File: config.mk
export PLATFORM = sky130hd
export DESIGN_NAME = gregorian_date_difference
export DESIGN_NICKNAME = d
export VERILOG_FILES = /design/src/design/gdd_pkg.sv /design/src/design/gregorian_date_difference.sv /design/src/design/gdd_date_front.sv /design/src/design/gdd_date_back.sv
export SDC_FILE = /design/constraint.sdc
export NUM_CORES = 2
export LEC_CHECK = 0
export BUFFER_PORTS_ARGS = -buffer_cell sky130_fd_sc_hd__buf_4
export CORE_MARGIN = 5
export CORE_UTILIZATION = 40
export CTS_CLUSTER_DIAMETER = 50
export DETAILED_ROUTE_END_ITERATION = 10
export HOLD_SLACK_MARGIN = 0.02
export PLACE_DENSITY = 0.51
export SLEW_MARGIN = 0
export SYNTH_ARGS = -nofsm -noshare
export SYNTH_HDL_FRONTEND = slang
export SYNTH_HIERARCHICAL = 1
export SYNTH_SLANG_ARGS = --single-unit
File: constraint.sdc
create_clock -name clk -period 12.1 [get_ports clk]
set_input_delay 2.42 -clock clk [delete_from_list [all_inputs] [get_ports clk]]
set_output_delay 2.42 -clock clk [all_outputs]
set_load 0.005 [all_outputs]
File: src/design/gdd_pkg.sv
// Shared types, constants and month tables for the Gregorian date difference block.
`default_nettype none

package gdd_pkg;

	localparam int unsigned YEAR_W   = 14;
	localparam int unsigned MONTH_W  = 4;
	localparam int unsigned DAY_W    = 5;
	localparam int unsigned QUOT_W   = 8;
	localparam int unsigned OFS_W    = 9;
	localparam int unsigned DNUM_W   = 22;
	localparam int unsigned DIFF_W   = 23;
	localparam int unsigned PROD_W   = 27;
	localparam int unsigned IN_DATA_W  = 48;
	localparam int unsigned OUT_DATA_W = 24;

	localparam logic [YEAR_W-1:0]  YEAR_MAX    = 14'd9999;
	localparam logic [YEAR_W-1:0]  YEAR_BIAS   = 14'd400;
	localparam logic [MONTH_W-1:0] MONTH_FEB   = 4'd2;
	// Floor of y/100 for any 14-bit y is (y * 5243) >> 19.
	localparam logic [12:0]        RECIP_100   = 13'd5243;
	localparam int unsigned        RECIP_SHIFT = 19;
	localparam logic [6:0]         CENTURY     = 7'd100;
	localparam logic [8:0]         YEAR_DAYS   = 9'd365;

	// Per-date values after the first stage.
	typedef struct packed {
		logic [YEAR_W-1:0]  year;
		logic [YEAR_W-1:0]  yy;
		logic [QUOT_W-1:0]  q_year;
		logic [QUOT_W-1:0]  q_yy;
		logic [OFS_W-1:0]   month_ofs;
		logic [DAY_W-1:0]   day;
		logic [DAY_W-1:0]   month_len;
		logic               feb;
		logic               year_ok;
	} front_t;

	// Per-date values after the second stage.
	typedef struct packed {
		logic [DNUM_W-1:0] dnum;
		logic              ok;
	} back_t;

	// Days in the month for a common year; zero marks a month code that is not a month.
	function automatic logic [DAY_W-1:0] month_days(input logic [MONTH_W-1:0] m);
		logic [DAY_W-1:0] len;
		case (m)
			4'd1:    len = 5'd31;
			4'd2:    len = 5'd28;
			4'd3:    len = 5'd31;
			4'd4:    len = 5'd30;
			4'd5:    len = 5'd31;
			4'd6:    len = 5'd30;
			4'd7:    len = 5'd31;
			4'd8:    len = 5'd31;
			4'd9:    len = 5'd30;
			4'd10:   len = 5'd31;
			4'd11:   len = 5'd30;
			4'd12:   len = 5'd31;
			default: len = 5'd0;
		endcase
		return len;
	endfunction

	// Days from March 1 to the first of the month, with the year starting in March.
	function automatic logic [OFS_W-1:0] month_offset(input logic [MONTH_W-1:0] m);
		logic [OFS_W-1:0] ofs;
		case (m)
			4'd3:    ofs = 9'd0;
			4'd4:    ofs = 9'd31;
			4'd5:    ofs = 9'd61;
			4'd6:    ofs = 9'd92;
			4'd7:    ofs = 9'd122;
			4'd8:    ofs = 9'd153;
			4'd9:    ofs = 9'd184;
			4'd10:   ofs = 9'd214;
			4'd11:   ofs = 9'd245;
			4'd12:   ofs = 9'd275;
			4'd1:    ofs = 9'd306;
			4'd2:    ofs = 9'd337;
			default: ofs = 9'd0;
		endcase
		return ofs;
	endfunction

endpackage

`default_nettype wire

File: src/design/gregorian_date_difference.sv
// Top level of the Gregorian date difference block: three-stage pipeline and stream ports.
//
//   Channel  Direction  Payload
//   s_axis   in         tdata: year_a, month_a, day_a, year_b, month_b, day_b (48 bits)
//   m_axis   out        tdata: day_difference (23 bits); tuser: invalid_date
//
// Each pair of dates passes three register stages before its result is offered on m_axis.
// A pair can be taken every cycle while the output is not stalled. Stage 1 holds the
// reciprocal multiplies (year / 100), stage 2 the day-number sum with its multiply by 365,
// stage 3 the final subtract.
// A stage moves when the next one is empty or moving, so a stalled output closes bubbles
// before input is held off. Reset clears the valid bits only, not the payload.
`default_nettype none

module gregorian_date_difference (
	input  wire logic                             clk,
	input  wire logic                             arst_n,
	input  wire logic                             s_axis_tvalid,
	output logic                                  s_axis_tready,
	// tdata from bit 0: year_a[13:0], month_a[17:14], day_a[22:18],
	// year_b[36:23], month_b[40:37], day_b[45:41], zero pad [47:46].
	input  wire logic [gdd_pkg::IN_DATA_W-1:0]    s_axis_tdata,
	output logic                                  m_axis_tvalid,
	input  wire logic                             m_axis_tready,
	// tdata from bit 0: day_difference[22:0] (two's complement), zero pad [23].
	output logic [gdd_pkg::OUT_DATA_W-1:0]        m_axis_tdata,
	// tuser: invalid_date.
	output logic                                  m_axis_tuser
);

	// Unpack the two dates from the input transfer.
	logic [gdd_pkg::YEAR_W-1:0]  year_a, year_b;
	logic [gdd_pkg::MONTH_W-1:0] month_a, month_b;
	logic [gdd_pkg::DAY_W-1:0]   day_a, day_b;

	assign year_a  = s_axis_tdata[13:0];
	assign month_a = s_axis_tdata[17:14];
	assign day_a   = s_axis_tdata[22:18];
	assign year_b  = s_axis_tdata[36:23];
	assign month_b = s_axis_tdata[40:37];
	assign day_b   = s_axis_tdata[45:41];

	// Stage valid bits and the ready chain that runs back from the output.
	logic valid_s1, valid_s2, valid_s3;
	logic adv1, adv2, adv3;

	assign adv3          = !valid_s3 || m_axis_tready;
	assign adv2          = !valid_s2 || adv3;
	assign adv1          = !valid_s1 || adv2;
	assign s_axis_tready = adv1;

	always_ff @(posedge clk or negedge arst_n) begin
		if (!arst_n) begin
			valid_s1 <= 1'b0;
			valid_s2 <= 1'b0;
			valid_s3 <= 1'b0;
		end else begin
			if (adv1) valid_s1 <= s_axis_tvalid;
			if (adv2) valid_s2 <= valid_s1;
			if (adv3) valid_s3 <= valid_s2;
		end
	end

	// Stage 1: year shift, century quotients and month lookups for both dates.
	gdd_pkg::front_t front_a, front_b;
	gdd_pkg::front_t front_a_s1, front_b_s1;

	gdd_date_front u_front_a (
		.year  (year_a),
		.month (month_a),
		.day   (day_a),
		.front (front_a)
	);

	gdd_date_front u_front_b (
		.year  (year_b),
		.month (month_b),
		.day   (day_b),
		.front (front_b)
	);

	always_ff @(posedge clk) begin
		if (adv1) begin
			front_a_s1 <= front_a;
			front_b_s1 <= front_b;
		end
	end

	// Stage 2: leap rule, date checks and serial day numbers.
	gdd_pkg::back_t back_a, back_b;
	gdd_pkg::back_t back_a_s2, back_b_s2;

	gdd_date_back u_back_a (
		.front (front_a_s1),
		.back  (back_a)
	);

	gdd_date_back u_back_b (
		.front (front_b_s1),
		.back  (back_b)
	);

	always_ff @(posedge clk) begin
		if (adv2) begin
			back_a_s2 <= back_a;
			back_b_s2 <= back_b;
		end
	end

	// Stage 3: subtract the day numbers; an invalid pair reports zero days.
	logic                              both_ok;
	logic signed [gdd_pkg::DIFF_W-1:0] diff;
	logic signed [gdd_pkg::DIFF_W-1:0] diff_s3;
	logic                              invalid_s3;

	assign both_ok = back_a_s2.ok && back_b_s2.ok;
	assign diff    = both_ok
		? gdd_pkg::DIFF_W'({1'b0, back_a_s2.dnum}) - gdd_pkg::DIFF_W'({1'b0, back_b_s2.dnum})
		: '0;

	always_ff @(posedge clk) begin
		if (adv3) begin
			diff_s3    <= diff;
			invalid_s3 <= !both_ok;
		end
	end

	assign m_axis_tvalid = valid_s3;
	assign m_axis_tdata  = {1'b0, diff_s3};
	assign m_axis_tuser  = invalid_s3;

`ifndef ASSERT_OFF
	// An invalid pair always carries a zero difference.
	assert property (@(posedge clk) disable iff (!arst_n)
		m_axis_tvalid && m_axis_tuser |-> m_axis_tdata == '0)
		else $error("invalid result with nonzero difference");

	// A valid difference stays within the span of years 0 to 9999.
	assert property (@(posedge clk) disable iff (!arst_n)
		m_axis_tvalid && !m_axis_tuser |->
		(diff_s3 <= 23'sd3652425) && (diff_s3 >= -23'sd3652425))
		else $error("difference out of range");

	// Input is held off only when every stage is full and the output is stalled.
	assert property (@(posedge clk) disable iff (!arst_n)
		!s_axis_tready |-> valid_s1 && valid_s2 && valid_s3 && !m_axis_tready)
		else $error("input stalled with a free stage");

	// A transfer always lands in the first stage.
	assert property (@(posedge clk) disable iff (!arst_n)
		s_axis_tvalid && s_axis_tready |=> valid_s1)
		else $error("accepted transfer lost at stage 1");
`endif

endmodule

`default_nettype wire

File: src/design/gdd_date_front.sv
// First-stage logic for one date: year shift, century quotients and month tables.
`default_nettype none

module gdd_date_front (
	input  wire logic [gdd_pkg::YEAR_W-1:0]  year,
	input  wire logic [gdd_pkg::MONTH_W-1:0] month,
	input  wire logic [gdd_pkg::DAY_W-1:0]   day,
	output gdd_pkg::front_t                   front
);

	logic [gdd_pkg::YEAR_W-1:0] yy;
	logic [gdd_pkg::PROD_W-1:0] prod_y;
	logic [gdd_pkg::PROD_W-1:0] prod_yy;
	logic                       early;

	// January and February count as the tail of the previous year.
	assign early   = (month <= gdd_pkg::MONTH_FEB);
	assign yy      = year + gdd_pkg::YEAR_BIAS - {{(gdd_pkg::YEAR_W-1){1'b0}}, early};
	assign prod_y  = gdd_pkg::PROD_W'(year) * gdd_pkg::PROD_W'(gdd_pkg::RECIP_100);
	assign prod_yy = gdd_pkg::PROD_W'(yy) * gdd_pkg::PROD_W'(gdd_pkg::RECIP_100);

	always_comb begin
		front.year      = year;
		front.yy        = yy;
		front.q_year    = gdd_pkg::QUOT_W'(prod_y >> gdd_pkg::RECIP_SHIFT);
		front.q_yy      = gdd_pkg::QUOT_W'(prod_yy >> gdd_pkg::RECIP_SHIFT);
		front.month_ofs = gdd_pkg::month_offset(month);
		front.day       = day;
		front.month_len = gdd_pkg::month_days(month);
		front.feb       = (month == gdd_pkg::MONTH_FEB);
		front.year_ok   = (year <= gdd_pkg::YEAR_MAX);
	end

endmodule

`default_nettype wire

File: src/design/gdd_date_back.sv
// Second-stage logic for one date: leap rule, date check and serial day number.
`default_nettype none

module gdd_date_back (
	input  wire gdd_pkg::front_t front,
	output gdd_pkg::back_t       back
);

	logic [gdd_pkg::YEAR_W-1:0] rem100;
	logic                       leap;
	logic [gdd_pkg::DAY_W:0]    len;
	logic [gdd_pkg::DNUM_W-1:0] base;

	assign rem100 = front.year - gdd_pkg::YEAR_W'(gdd_pkg::YEAR_W'(front.q_year)
		* gdd_pkg::YEAR_W'(gdd_pkg::CENTURY));
	// Every fourth year, except centuries not divisible by four hundred.
	assign leap   = ((front.year[1:0] == 2'd0) && (rem100 != '0))
		|| ((rem100 == '0) && (front.q_year[1:0] == 2'd0));
	assign len    = {1'b0, front.month_len} + {{gdd_pkg::DAY_W{1'b0}}, front.feb & leap};

	assign base = gdd_pkg::DNUM_W'(front.yy) * gdd_pkg::DNUM_W'(gdd_pkg::YEAR_DAYS)
		+ gdd_pkg::DNUM_W'(front.yy >> 2)
		- gdd_pkg::DNUM_W'(front.q_yy)
		+ gdd_pkg::DNUM_W'(front.q_yy >> 2);

	always_comb begin
		back.dnum = base + gdd_pkg::DNUM_W'(front.month_ofs) + gdd_pkg::DNUM_W'(front.day)
			- gdd_pkg::DNUM_W'(1);
		back.ok   = front.year_ok && (front.month_len != '0) && (front.day != '0)
			&& ({1'b0, front.day} <= len);
	end

endmodule

`default_nettype wire

==> out/results.ini <==
[clock_network]
clk_pin_slew_ns = 0.05
clock_path_buffers = 3
cts-buffers-inserted = 38
cts_htree_levels = 2
cts_tree = built
cts_hold_buffers = 0
cts_root_buf = clkbuf_16
post_cts_resized = 0
clk-insertion-delay-late_ns = 0.57
cts.sinks = 203
postCtsSetupBuffers = 0

[synth]
dominantRegCellSynth = edfxtp_1
syn_area_per_cell_um2 = 10.5
synth.distinct_cells = 88
synthMuxAreaShare = 0.00670
synth_top_family_by_area = adder cells
synth-xor-area-share = 0.0377
yosys_warnings = 6
synth_compound_area_frac = 0.0932
async_flop_share = 0.0148
postSynthCellCount = 3258
ys_ff_latch = 203
synthSimpleGateAreaFrac = 0.0537
synth_edf_count = 200
yosysSeqAreaShare = 0.177
synth_fa_ha_area_frac = 0.531
syn_area_mm2 = 0.0344
syn-num-nets = 4505

[timing]
setup_violations = 0
skew_ns = 0.0289
worst_pin_slew_ns = 1.18
hold_viol = 0
finalSetupTns_ns = 0
relSlewSlack = 0.211
fmax_ghz = 0.0986
slew_viol_final = 0
min_period_ns = 10.14
rsz0062_at_grt = false
fin_crit_sh = 0.838

[critical_path]
worstRegToRegCells = 25
cp_data_arrival_time_ns = 10.45
rrSetupSlack_ns = 5.85
cpMostUsedCell = inv_1
reg2reg_to = back_b_s2[0]
critPathTopFamily = adder cells
end_kind = register
critPathKind = in -> reg
critPathBufInv = 7
cp-startpoint = s_axis_tdata[37]
r2r-start = front_b_s1[32]
required_ns = 12.41
critPathMaxFanout = 6
cpPeakStageDelay_ns = 0.57
start_kind = input port
cpMaxStageDelayCell = a21boi_0

[place]
dp_hpwl_um = 62900
gp_congestion = 0.841
port_buffers = 75

[die]
core-area_mm2 = 0.0853
rows = 107
die_y_um = 303
die_area_mm2 = 0.0919
ios = 79
floorplan.initialDensity = 0.403
fp.dieW_um = 303

[flow_run]
maxCapViolations = 0

[routing]
avgViaCountPerCell = 4.77
remaining_drc_errors = 0
wl_per_cell_um = 16.3
ant_nets = 0
drt_pass1_iterations = 5
vias = 21444
wl_um = 73300
drt_first_iter_violations = 638

[cells_and_area]
multi_input_area_mm2 = 0.0248
nFillCells = 8287
drive_above_1_share = 0.0564
seq_area_mm2 = 0.00608
nets = 4570
area_growth_pct = 8.51
most-common-layout-cells = inv_1 (815), ha_1 (756), fa_1 (439)
final_common_cell = inv_1

[run_status]
status = completed

[grt]
grt_max_degree = 59
track_usage = 0.166
grt-ovfl-total = 0
first_global_vias = 22613
antenna_found_initial = 2
grt_pass1_wl_um = 121000

[worst_hold_path]
hold_depth = 1
hold_end = valid_s2
hold_start = valid_s1
hp-class = reg -> reg

## per-layer routing
metal | up-vias | global-route usage | share of wire
met1 | 10333 | 0.243 | 0.50
met3 | 54 | 0.0229 | 0.030
met2 | 203 | 0.269 | 0.45
met5 | - | 0 | 0
met4 | 0 | 0.0260 | 0.013
li1 | 10854 | - | -
## final cells by class
class / count / area share
antenna: 1 / 0.0000671
multi-input combinational: 2178 / 0.666
tap: 1144 / 0.0384
inverter: 817 / 0.0823
clock inverter: 28 / 0.00695
clock buffer: 40 / 0.0263
sequential: 203 / 0.163
timing repair buffer: 85 / 0.0171
## worst max-delay path by stage
stage                                end  slack, ns  depth (start not counted)
after detailed placement  front_b_s1[27]       1.38                         31
after global placement    front_b_s1[27]       1.50                         31
after global routing      front_b_s1[27]       1.56                         31
after CTS                 front_b_s1[27]       1.97                         31
final                     front_b_s1[27]       1.96                         31
after floorplan           front_b_s1[27]       2.71                         28
## kinds of logic after synthesis
group / after synthesis
flip-flops: 203
multiplexers: 18
other: 1
XOR/XNOR: 146
buffers and inverters: 877
adder cells (fa/ha/maj): 1195
AND/OR/NAND/NOR: 362
AO/OA/AOI/OAI: 456
## through the flow
stage,setup slack (ns),cells,area [um^2],utilization,hold WS (ns)
floorplan,2.71,3258,34400,-,0.435
global placement,1.50,4427,36000,0.423,0.469
detailed placement,1.38,4427,36000,0.423,0.454
CTS,1.97,4495,37300,0.437,0.482
global route,1.56,4495,37300,0.437,0.505
finish,1.96,4496,37300,0.437,0.491
## synth_stat cells, drive strengths merged, types with 15 or more instances
library cell	instances	area share
a211oi	19	0.0047
a21o	56	0.012
a21oi	115	0.017
a31oi	15	0.0027
buf	43	0.0094
clkbuf	17	0.0019
edfxtp	200	0.17
fa	439	0.26
ha	756	0.28
inv	817	0.089
nand2	72	0.0079
nand2b	22	0.0040
nand3	46	0.0067
nand4	15	0.0027
nor2	88	0.0096
nor2b	22	0.0040
nor3	29	0.0042
o211ai	15	0.0034
o21a	27	0.0059
o21ai	74	0.011
o21bai	20	0.0044
xnor2	91	0.024
xor2	55	0.014
## state kept, by name, indices dropped and copies added, names as in the netlist
register,count
valid_s2,1
front_a_s1,65
valid_s1,1
back_a_s2,23
m_axis_tuser,1
diff_s3,23
m_axis_tvalid,1
front_b_s1,65
back_b_s2,23
Power is not shown: default switching activity piles up to over one toggle a cycle in this logic, so the estimate is an artifact.
